==> src/rtl/rotating_hue_wheel_pattern_macros.svh <==
// Assertion macros shared by the hue wheel RTL.
// No dependencies; files that assert take this header by `include.
`ifndef ROTATING_HUE_WHEEL_PATTERN_MACROS_SVH
`define ROTATING_HUE_WHEEL_PATTERN_MACROS_SVH

// Same-cycle implication, disabled while reset is asserted
`define RHW_ASSERT_IMP(label, clk, rst_n, ante, cons, msg) \
  label: assert property (@(posedge clk) disable iff (!rst_n) (ante) |-> (cons)) \
    else $error(msg);

// Next-cycle implication, disabled while reset is asserted
`define RHW_ASSERT_NXT(label, clk, rst_n, ante, cons, msg) \
  label: assert property (@(posedge clk) disable iff (!rst_n) (ante) |=> (cons)) \
    else $error(msg);

`endif

==> src/rtl/rhw_pkg.sv <==
// Types, constants and CORDIC tables of the rotating hue wheel generator.
// No dependencies; used by both cell types, the top level and the testbench.
`default_nettype none

package rhw_pkg;

  // Pixel grid default and register reset values
  localparam int unsigned IMAGE_SIDE_DEF = 256;
  localparam logic [15:0] RADIUS_SQ_RST  = 16'd10000;
  localparam logic [15:0] PHASE_STEP_RST = 16'd1043;

  // Register indexes of the configuration port
  typedef enum logic [0:0] {
    REG_RADIUS_SQ  = 1'b0,
    REG_PHASE_STEP = 1'b1
  } reg_idx_e;

  // Angles: 16-bit fraction of a full turn, wrapping
  typedef logic [15:0] angle_t;
  localparam angle_t HALF_TURN       = 16'd32768;
  localparam angle_t TURN_THIRD      = 16'd21845;
  localparam angle_t TURN_TWO_THIRDS = 16'd43691;

  localparam int unsigned CORDIC_STAGES = 15;
  localparam angle_t STAGE_ANGLE [CORDIC_STAGES] = '{
    16'd8192, 16'd4836, 16'd2555, 16'd1297, 16'd651, 16'd326, 16'd163, 16'd81,
    16'd41, 16'd20, 16'd10, 16'd5, 16'd3, 16'd1, 16'd1
  };

  // Color channels and their hue offsets (red, green, blue)
  localparam int unsigned NUM_CH = 3;
  localparam angle_t CH_OFFSET [NUM_CH] = '{16'd0, TURN_THIRD, TURN_TWO_THIRDS};

  // Sine CORDIC datapath: Q16 x/y with headroom, folded residual angle
  localparam int unsigned SIN_W   = 19;
  localparam int unsigned SIN_S_W = 17;
  typedef logic signed [SIN_W-1:0]   sin_xy_t;
  typedef logic signed [SIN_S_W-1:0] sin_ang_t;
  localparam sin_xy_t  CORDIC_GAIN_Q16 = 19'sd39797;
  localparam sin_ang_t QUARTER_TURN_S  = 17'sd16384;
  localparam sin_ang_t HALF_TURN_S     = 17'sd32768;

  typedef struct packed {
    sin_xy_t  x;
    sin_xy_t  y;
    sin_ang_t s;
  } sin_lane_t;

  // Per-pixel tags that ride along the arctangent chain
  typedef struct packed {
    angle_t phase;
    logic   white;
    logic   zero;
  } side_t;

endpackage

`default_nettype wire

==> src/rtl/rhw_sin_cell.sv <==
// One rotation-mode CORDIC cell of the sine chain, all three color lanes.
// Depends on rhw_pkg.
`default_nettype none

module rhw_sin_cell #(
  parameter int unsigned IDX = 0
) (
  input  wire logic                                    clk_i,
  input  wire logic                                    rst_ni,
  input  wire logic                                    up_valid_i,
  output logic                                         up_ready_o,
  input  wire rhw_pkg::sin_lane_t [rhw_pkg::NUM_CH-1:0] lane_i,
  input  wire logic                                    white_i,
  output logic                                         dn_valid_o,
  input  wire logic                                    dn_ready_i,
  output rhw_pkg::sin_lane_t [rhw_pkg::NUM_CH-1:0]     lane_o,
  output logic                                         white_o
);
  import rhw_pkg::*;

  localparam sin_ang_t STEP = sin_ang_t'({1'b0, STAGE_ANGLE[IDX]});

  logic                        valid_q;
  sin_lane_t [NUM_CH-1:0]      lane_d, lane_q;
  logic                        white_q;

  // Rotate each lane by the stage angle toward a zero residual
  always_comb begin
    for (int k = 0; k < NUM_CH; k++) begin
      if (!lane_i[k].s[SIN_S_W-1]) begin
        lane_d[k].x = lane_i[k].x - (lane_i[k].y >>> IDX);
        lane_d[k].y = lane_i[k].y + (lane_i[k].x >>> IDX);
        lane_d[k].s = lane_i[k].s - STEP;
      end else begin
        lane_d[k].x = lane_i[k].x + (lane_i[k].y >>> IDX);
        lane_d[k].y = lane_i[k].y - (lane_i[k].x >>> IDX);
        lane_d[k].s = lane_i[k].s + STEP;
      end
    end
  end

  assign up_ready_o = !valid_q || dn_ready_i;

  always_ff @(posedge clk_i or negedge rst_ni) begin
    if (!rst_ni) begin
      valid_q <= 1'b0;
    end else if (up_ready_o) begin
      valid_q <= up_valid_i;
    end
  end

  always_ff @(posedge clk_i) begin
    if (up_valid_i && up_ready_o) begin
      lane_q  <= lane_d;
      white_q <= white_i;
    end
  end

  assign dn_valid_o = valid_q;
  assign lane_o     = lane_q;
  assign white_o    = white_q;

endmodule

`default_nettype wire

==> config.mk <==
export PLATFORM = sky130hd
export DESIGN_NAME = rhw_sin_cell
export DESIGN_NICKNAME = d
export VERILOG_FILES = /design/src/rtl/rotating_hue_wheel_pattern_macros.svh /design/src/rtl/rhw_pkg.sv /design/src/rtl/rhw_sin_cell.sv
export SDC_FILE = /design/constraint.sdc
export NUM_CORES = 1
export LEC_CHECK = 0
export BUFFER_PORTS_ARGS = -buffer_cell sky130_fd_sc_hd__buf_4
export CORE_AREA = 2 2 201 183
export DETAILED_ROUTE_END_ITERATION = 8
export DIE_AREA = 0 0 203 185
export PLACE_DENSITY_LB_ADDON = 0.08
export SYNTH_ARGS = -nofsm -noshare
export SYNTH_HDL_FRONTEND = slang
export SYNTH_SLANG_ARGS = --single-unit
==> constraint.sdc <==
create_clock -name clk_i -period 6.08 [get_ports clk_i]
set_input_delay 0.304 -clock clk_i [delete_from_list [all_inputs] [get_ports clk_i]]
set_output_delay 0.304 -clock clk_i [all_outputs]
set_load 0.01 [all_outputs]
==> results.toml <==
[cts]
cts_tree = "yes"
cts-resized-gates = 0
cts_sinks = 164
cts_buffers = 17
clkSlewWorstSetupHoldPaths_ns = 0.07
ctsHtreeMaxLevel = 4
clk_latency_ns = 0.45
cts_buffer_depth = 2
clockRootBuffer = "clkbuf_16"

[setup_path]
worstReg2RegStart = "dn_valid_o"
reg2reg_to = "lane_o[89]"
cp_slowest_stage_delay_ns = 0.53
crit_end = "lane_o[162]"
arrival_ns = 2.96
cpLargestDelayFamily = "compound AO/OA/AOI/OAI gates"
rrSetupSlack_ns = 3.64
path_buf_inv = 2
startpoint = "lane_i[131]"
worstRegToRegCells = 3
critPathKind = "in2reg"
cp.depth = 10
slowest_stage = "o311ai_0"
path_cells = "buf_4, inv_1, ha_1, nor2_1, o211ai_1, a21boi_0, o21ai_0, o311ai_0, o32ai_1, xor2_1"
critical_path.max_fanout = 12
worstSetupEndpointType = "flip-flop"
critical_path_required_ns = 6.28
start_kind = "input pin"

[placed_design]
place_area_um2 = 16900
hpwlAfterDp_um = 35200
io_buffers = 337
gp_congestion = 0.914

[grt]
grt_pass1_wl_um = 67500
overflow = 0
first_global_vias = 11800
antenna_found_initial = 0
grt_max_degree = 61
grt.total_usage_pct = 23.3

[layout]
finalNetCount = 2180
stdcell_area_um2 = 17500
syn_to_final_growth_pct = 24.9
drive_gt1_share_pct = 21.0
antenna_cells = 0

[timing]
fmax_mhz = 362
hold_viol_final = 0
setup_viol = 0
period_share_pct = 45.4
rsz0062_at_grt = "no"
tns_ns = 0
drv_slew = 0
hold-worst-slack_ns = 0.0256
slew_headroom_pct = 33.9
worstMarginPinSlew_ns = 0.985
period_needed_ns = 2.76
clock_skew_ns = 0.00855

[floorplanning]
die_y_um = 185
die_x_um = 203
ios = 338
initial_core_util_pct = 39.5
die-area_um2 = 37600
core_area_um2 = 35600
rows = 66

[synthesis]
yosys.area.top_type = "edfxtp_1"
synth_seq_cells = 164
synth_area_leaders = "edfxtp_1 35%, ha_1 15%, a21oi_1 5.7%, xnor2_1 5.4%, inv_1 4.7%"
synth-async-reset-ratio_pct = 0.610
yosysSeqAreaShare_pct = 35.0
synth_cell_types = 79
synth_ff_type = "edfxtp_1"
yosysWarnings = 0
syn_avg_cell_area_um2 = 9.22
synthTopCellsByCount = "175 x inv_1, 168 x ha_1, 163 x edfxtp_1, 159 x a21oi_1"
synth-edff-count = 163
post-synth-top-count-cell = "inv_1"
syn_area_um2 = 14000
synth_nets = 1874
syn-instance-count = 1524
yosysTopAreaCellShare_pct = 34.8

[power_and_ir_drop]
p_leak_nw = 7.84
max-vdd-ir-drop_mv = 0.174
power.density_nw_per_um2 = 216

[drt]
vias = 12500
viasPerCell = 5.41
firstDrtPassIters = 5
wl_per_cell_um = 19.3
route.detailed.drc = 0
drt_iter0_markers = 1128
routed_wl_um = 44700
ant_nets = 0

[job]
drv_cap = 0

[run_status]
status = "finished clean"

[min_path]
holdCritPathClass = "in2reg"
metrics by stage:
step	worst slack [ns]	std cells	util, %	power (mW)
after floorplan	1.20	1524	-	2.27
after global placement	2.97	2272	47.4	2.77
after detailed placement	2.99	2272	47.4	2.77
after CTS	3.45	2312	49.1	3.82
after global routing	3.23	2319	49.3	4.00
final	3.32	2319	49.3	3.80
kinds of logic (layout without fill, tap and decap cells):
group / count (synthesis) / in the layout / share of synthesized area (%)
adder cells (fa/ha/maj): 180 / 180 / 16.7
AND/OR/NAND/NOR: 317 / 317 / 10.7
multiplexers: 20 / 20 / 1.43
XOR/XNOR: 104 / 104 / 6.48
flip-flops: 164 / 164 / 35.0
buffers and inverters: 248 / 567 / 7.22
AO/OA/AOI/OAI: 491 / 491 / 22.5
registers in the layout, summed over array words and instances, names as in the netlist:
signal	cells
white_o	1
dn_valid_o	1
lane_o	162
worst register-to-register path: stages (launching register included):
cell and delay [ns]:
dfrtp_1 0.38, nand2b_1 0.15, and2_4 0.72, buf_4 0.79
metal layers:
layer | vias to the layer above | global-route usage (%) | share of wire, %
met5 | - | 0 | 0
met4 | 0 | 6.04 | 1.6
met3 | 43 | 3.50 | 6.9
met2 | 536 | 36.6 | 45
met1 | 5921 | 33.5 | 47
li1 | 6046 | - | -
placed cells by master, fill, tap and decap left out, types with 6 or more instances in the layout:
cell type	netlist	routed
inv_1	175	175
buf_4	3	340
dlygate4sd3_1	0	15
o21a_1	11	11
nor2b_1	24	24
o21ai_0	105	105
mux2i_1	19	19
o21bai_1	24	24
nor4_1	6	6
nand4_1	7	7
clkbuf_16	0	17
fa_1	12	12
nand3_1	19	19
xor2_1	18	18
o211ai_1	25	25
nand2b_1	11	11
nor2_1	105	105
and2_1	8	7
nand2_1	77	77
a21oi_1	159	159
a31oi_1	14	14
and3_1	6	6
a221oi_1	6	6
o31ai_1	15	15
nor3_1	29	29
a211oi_1	18	18
edfxtp_1	163	163
ha_1	168	168
a21o_1	41	41
xnor2_1	86	86
o2111ai_1	7	7
layout make-up:
cell class | count | area, µm²
fill | 3404 | 18000
multi-input combinational | 1112 | 8110
sequential | 164 | 4920
timing repair buffer | 355 | 2700
inverter | 180 | 676
tap | 476 | 596
clock buffer | 19 | 433
clock inverter | 13 | 103
worst min-delay path by stage:
stage,start,endpoint,slack [ns],cells past startpoint
3_3_place_gp,rst_ni,dn_valid_o,0.08,1
6_report,lane_i[118],lane_o[118],0.03,1
5_1_grt,lane_i[120],lane_o[120],0.00007,1
3_5_place_dp,rst_ni,dn_valid_o,0.08,1
4_1_cts,lane_i[111],lane_o[111],0.00006,1
2_1_floorplan,rst_ni,dn_valid_o,0.008,0
timing repair:
action,CTS,global route
endpoints found under the hold margin,8,7
buffers inserted,0,0
hold buffers,8,7
report_power, final:
part / internal (mW) / total (mW) / switching [mW]
combinational: 0.556 / 1.31 / 0.758
clock: 0.529 / 1.04 / 0.506
sequential: 1.41 / 1.45 / 0.0369
(Power assumes the default switching activity.)
