[config.mk]
export PLATFORM = sky130hd
export DESIGN_NAME = rhw_atan_cell
export DESIGN_NICKNAME = d
export VERILOG_FILES = /design/src/rtl/rotating_hue_wheel_pattern_macros.svh /design/src/rtl/rhw_pkg.sv /design/src/rtl/rhw_atan_cell.sv
export SDC_FILE = /design/constraint.sdc
export NUM_CORES = 1
export LEC_CHECK = 0
export ABC_AREA = 1
export ABC_CLOCK_PERIOD_IN_PS = 4670
export BUFFER_PORTS_ARGS = -buffer_cell sky130_fd_sc_hd__buf_2
export CAP_MARGIN = 0
export CORE_MARGIN = 5
export CORE_UTILIZATION = 50
export CTS_CLUSTER_DIAMETER = 50
export DETAILED_ROUTE_END_ITERATION = 10
export GPL_TIMING_DRIVEN = 0
export PLACE_DENSITY = 0.78
export SYNTH_ARGS = -nofsm -noshare
export SYNTH_HDL_FRONTEND = slang
export SYNTH_SLANG_ARGS = --single-unit
[constraint.sdc]
create_clock -name clk_i -period 4.67 [get_ports clk_i]
set_input_delay 0.2335 -clock clk_i [delete_from_list [all_inputs] [get_ports clk_i]]
set_output_delay 0.2335 -clock clk_i [all_outputs]
set_load 0.01 [all_outputs]
[src/rtl/rotating_hue_wheel_pattern_macros.svh]
// Assertion macros shared by the hue wheel RTL.
// No dependencies; files that assert take this header by `include.
`ifndef ROTATING_HUE_WHEEL_PATTERN_MACROS_SVH
`define ROTATING_HUE_WHEEL_PATTERN_MACROS_SVH

// Same-cycle implication, disabled while reset is asserted
`define RHW_ASSERT_IMP(label, clk, rst_n, ante, cons, msg) \
  label: assert property (@(posedge clk) disable iff (!rst_n) (ante) |-> (cons)) \
    else $error(msg);

// Next-cycle implication, disabled while reset is asserted
`define RHW_ASSERT_NXT(label, clk, rst_n, ante, cons, msg) \
  label: assert property (@(posedge clk) disable iff (!rst_n) (ante) |=> (cons)) \
    else $error(msg);

`endif

[src/rtl/rhw_pkg.sv]
// Types, constants and CORDIC tables of the rotating hue wheel generator.
// No dependencies; used by both cell types, the top level and the testbench.
`default_nettype none

package rhw_pkg;

  // Pixel grid default and register reset values
  localparam int unsigned IMAGE_SIDE_DEF = 256;
  localparam logic [15:0] RADIUS_SQ_RST  = 16'd10000;
  localparam logic [15:0] PHASE_STEP_RST = 16'd1043;

  // Register indexes of the configuration port
  typedef enum logic [0:0] {
    REG_RADIUS_SQ  = 1'b0,
    REG_PHASE_STEP = 1'b1
  } reg_idx_e;

  // Angles: 16-bit fraction of a full turn, wrapping
  typedef logic [15:0] angle_t;
  localparam angle_t HALF_TURN       = 16'd32768;
  localparam angle_t TURN_THIRD      = 16'd21845;
  localparam angle_t TURN_TWO_THIRDS = 16'd43691;

  localparam int unsigned CORDIC_STAGES = 15;
  localparam angle_t STAGE_ANGLE [CORDIC_STAGES] = '{
    16'd8192, 16'd4836, 16'd2555, 16'd1297, 16'd651, 16'd326, 16'd163, 16'd81,
    16'd41, 16'd20, 16'd10, 16'd5, 16'd3, 16'd1, 16'd1
  };

  // Color channels and their hue offsets (red, green, blue)
  localparam int unsigned NUM_CH = 3;
  localparam angle_t CH_OFFSET [NUM_CH] = '{16'd0, TURN_THIRD, TURN_TWO_THIRDS};

  // Sine CORDIC datapath: Q16 x/y with headroom, folded residual angle
  localparam int unsigned SIN_W   = 19;
  localparam int unsigned SIN_S_W = 17;
  typedef logic signed [SIN_W-1:0]   sin_xy_t;
  typedef logic signed [SIN_S_W-1:0] sin_ang_t;
  localparam sin_xy_t  CORDIC_GAIN_Q16 = 19'sd39797;
  localparam sin_ang_t QUARTER_TURN_S  = 17'sd16384;
  localparam sin_ang_t HALF_TURN_S     = 17'sd32768;

  typedef struct packed {
    sin_xy_t  x;
    sin_xy_t  y;
    sin_ang_t s;
  } sin_lane_t;

  // Per-pixel tags that ride along the arctangent chain
  typedef struct packed {
    angle_t phase;
    logic   white;
    logic   zero;
  } side_t;

endpackage

`default_nettype wire

[src/rtl/rhw_atan_cell.sv]
// One vectoring-mode CORDIC cell of the arctangent chain, with its own register.
// Depends on rhw_pkg.
`default_nettype none

module rhw_atan_cell #(
  parameter int unsigned IDX = 0,
  parameter int unsigned AW  = 20
) (
  input  wire logic                  clk_i,
  input  wire logic                  rst_ni,
  input  wire logic                  up_valid_i,
  output logic                       up_ready_o,
  input  wire logic signed [AW-1:0]  x_i,
  input  wire logic signed [AW-1:0]  y_i,
  input  wire rhw_pkg::angle_t       z_i,
  input  wire rhw_pkg::side_t        side_i,
  output logic                       dn_valid_o,
  input  wire logic                  dn_ready_i,
  output logic signed [AW-1:0]       x_o,
  output logic signed [AW-1:0]       y_o,
  output rhw_pkg::angle_t            z_o,
  output rhw_pkg::side_t             side_o
);
  import rhw_pkg::*;

  logic                valid_q;
  logic signed [AW-1:0] x_d, y_d, x_q, y_q;
  angle_t              z_d, z_q;
  side_t               side_q;

  // Rotate toward the x axis; direction from the sign of y
  always_comb begin
    if (!y_i[AW-1]) begin
      x_d = x_i + (y_i >>> IDX);
      y_d = y_i - (x_i >>> IDX);
      z_d = z_i + STAGE_ANGLE[IDX];
    end else begin
      x_d = x_i - (y_i >>> IDX);
      y_d = y_i + (x_i >>> IDX);
      z_d = z_i - STAGE_ANGLE[IDX];
    end
  end

  // Pipeline handshake: load when empty or when the neighbor takes ours
  assign up_ready_o = !valid_q || dn_ready_i;

  always_ff @(posedge clk_i or negedge rst_ni) begin
    if (!rst_ni) begin
      valid_q <= 1'b0;
    end else if (up_ready_o) begin
      valid_q <= up_valid_i;
    end
  end

  always_ff @(posedge clk_i) begin
    if (up_valid_i && up_ready_o) begin
      x_q    <= x_d;
      y_q    <= y_d;
      z_q    <= z_d;
      side_q <= side_i;
    end
  end

  assign dn_valid_o = valid_q;
  assign x_o        = x_q;
  assign y_o        = y_q;
  assign z_o        = z_q;
  assign side_o     = side_q;

endmodule

`default_nettype wire

==> flow_summary.ini <==
[yosys]
synth_top_area_frac = 0.3456
synth.distinct_cells = 36
synthCells = 827
ys.warnings.count = 0
synth_area_leaders = edfxtp_1, nand2_1, ha_1, inv_1, nand3_1
syn-num-nets = 966
ys_seq_elements = 74
ys_seq_area_frac = 0.3495
syn_area_um2 = 6344
synth_area_leader_cell = edfxtp_1
avgSynthCellArea_um2 = 7.671

[floorplan]
core_um2 = 12520
dieArea_um2 = 15040
start_util = 0.5068
die_w_um = 122.6
rows = 41
die_h_um = 122.6
ios = 154

[clock_tree]
path_clk_slew_ns = 0.05
clock_latency_ns = 0.33
cts-root-buf = clkbuf_16
cts-resized-gates = 0
cts_sinks = 74
cts-buffers-inserted = 9
cts-htree-levels = 3
tritoncts = done
clockBufferDepth = 2

[setup_path]
worst-setup-path-type = input port to register
critPathRequiredTime_ns = 4.78
cp-start-kind = input port
critPathMaxFanout = 9
r2r_slack_ns = 3.18
crit_arrival_ns = 2.00
cp-end-kind = register

[sta]
fin_crit_ns = 1.885
skew_ns = 0.009307
worst_slew_pin_slew_ns = 0.6700
hold_viol_final = 0
rsz0062_at_grt = no
setup_tns_ns = 0
setup_viol = 0
maxSlewViolCount = 0
fin_crit_sh = 0.4037
slew_headroom = 0.5534
fmax_ghz = 0.5305

[placed_design]
io_buffers = 152
place_congestion = 0.9642
hpwl_um = 14190

[power_and_ir_drop]
power_density_nw_per_um2 = 282.8
leakagePower_nw = 3.972
power_mw = 2.169
vdd_drop_max_mv = 0.1806

[drt]
firstDrtPassIters = 6
vias = 6005
ant_nets = 0
wire_per_inst_um = 14.61
drc = 0
wl_um = 17090
first_iter_violations = 479
viasPerCell = 5.132

[cells_and_area]
diodes = 0
layout-drive-gt1-share = 0.2465
fin_nets = 1132
fill_cells = 1197
area_growth_pct = 20.89

[global_routing]
antenna_found_initial = 0
grt_max_degree = 33
grt_pass1_vias = 5530
grt-ovfl-total = 0
grt_use_total = 0.2287
grt_first_pass_wirelength_um = 26770

[run]
cap_viol_max_count = 0

[hold_path]
hold_path.class = input port to register

[outcome]
status = finished clean
==> path summary, 6_finish.rpt <==
path                       startpoint         end  cells after the start
max in group asynchronous      rst_ni  dn_valid_o                      2
min in group asynchronous      rst_ni  dn_valid_o                      2
setup / recovery               x_i[9]     x_o[10]                     11
setup reg to reg           dn_valid_o     x_o[17]                      2
hold reg to reg            dn_valid_o  dn_valid_o                      2
hold / removal              side_i[3]   side_o[3]                      1
==> power breakdown <==
part	internal [mW]	switching, mW	leakage [nW]	total (mW)
clock	0.411	0.240	0.137	0.652
combinational	0.248	0.453	3.13	0.702
sequential	0.804	0.0111	0.708	0.815
==> worst max-delay path, stage by stage <==
cell and delay (ns):
buf_2 0.11, inv_1 0.04, ha_1 0.29, buf_6 0.15, inv_1 0.15, o21bai_1 0.12
a21oi_1 0.28, nand3_2 0.17, nand2_1 0.09, nand2_1 0.05, o22ai_1 0.31
==> kinds of logic after synthesis <==
group / count (synthesis) / share of synthesized area
adder cells (fa/ha/maj): 61 / 0.1250
XOR/XNOR: 16 / 0.02209
flip-flops: 74 / 0.3495
AO/OA/AOI/OAI: 102 / 0.09468
AND/OR/NAND/NOR: 415 / 0.2970
buffers and inverters: 159 / 0.1116
==> repair_timing <==
action,CTS,global route
hold buffers,1,0
setup endpoints to repair,0,0
hold endpoints to repair,1,0
buffers inserted,0,0
==> area by class of cell <==
| type | instances | area, µm² | area share |
|---|---|---|---|
| multi-input combinational | 594 | 3430 | 0.4472 |
| sequential | 74 | 2217 | 0.2891 |
| timing repair buffer | 155 | 810.8 | 0.1057 |
| inverter | 133 | 499.2 | 0.06510 |
| clock buffer | 11 | 232.7 | 0.03035 |
| tap | 172 | 215.2 | 0.02806 |
| buffer | 26 | 209.0 | 0.02725 |
| clock inverter | 5 | 55.05 | 0.007179 |
==> registers in the layout (all words and copies together), names as in the netlist <==
name / flops
y_o: 20
dn_valid_o: 1
z_o: 16
side_o: 18
x_o: 19
==> layer usage <==
metal	GRT usage	share of wire
met1	0.3192	0.44
met2	0.3724	0.44
met3	0.03180	0.095
met4	0.06508	0.022
met5	0	0
==> stage by stage <==
stage | area (µm²) | utilization | worst slack (ns) | std cells | hold slack [ns]
6_report | 7669 | 0.6127 | 2.785 | 1170 | 0.08312
5_1_grt | 7669 | 0.6127 | 2.642 | 1170 | 0.07227
4_1_cts | 7669 | 0.6127 | 2.819 | 1170 | 0.07500
3_5_place_dp | 7371 | 0.5889 | 2.482 | 1153 | 0.01353
3_3_place_gp | 7320 | 0.5848 | -0.9521 | 1151 | 0.007771
2_1_floorplan | 6344 | - | 0.1453 | 827 | -0.06209
==> synth_stat cells <==
cell	n
a21o_1	3
nand2_1	235
edfxtp_1	73
nor2_4	3
a21oi_1	41
xnor2_1	1
o21bai_4	1
nand4_1	7
nor3_2	1
o21ai_0	27
o21ai_2	2
buf_4	9
xor2_1	15
nor2_2	6
nand2_2	17
fa_1	4
ha_1	57
buf_2	2
a21oi_2	7
buf_6	10
nand2_4	5
nand3_1	78
o21ai_1	4
dfrtp_1	1
nor4_2	2
inv_1	129
and2_1	1
inv_2	4
nor2_1	47
o22ai_1	5
nand3_2	8
a31oi_1	1
clkbuf_1	5
o21bai_1	11
nor3_4	1
nor3_1	4
==> layout by cell type (no fill, tap or decap), drive strengths merged <==
| master | instances |
|---|---|
| o22ai | 5 |
| clkinv | 3 |
| dfrtp | 1 |
| clkbuf | 16 |
| dlygate4sd3 | 1 |
| clkinvlp | 1 |
| xnor2 | 1 |
| ha | 57 |
| xor2 | 15 |
| inv | 133 |
| nand4 | 7 |
| o21bai | 12 |
| nor2 | 56 |
| edfxtp | 73 |
| nor4 | 2 |
| a21o | 3 |
| nand2 | 257 |
| bufinv | 1 |
| and2 | 1 |
| a21oi | 48 |
| buf | 175 |
| a31oi | 1 |
| fa | 4 |
| nor3 | 6 |
| o21ai | 33 |
| nand3 | 86 |
No activity file was read; power rests on OpenSTA's default activity.
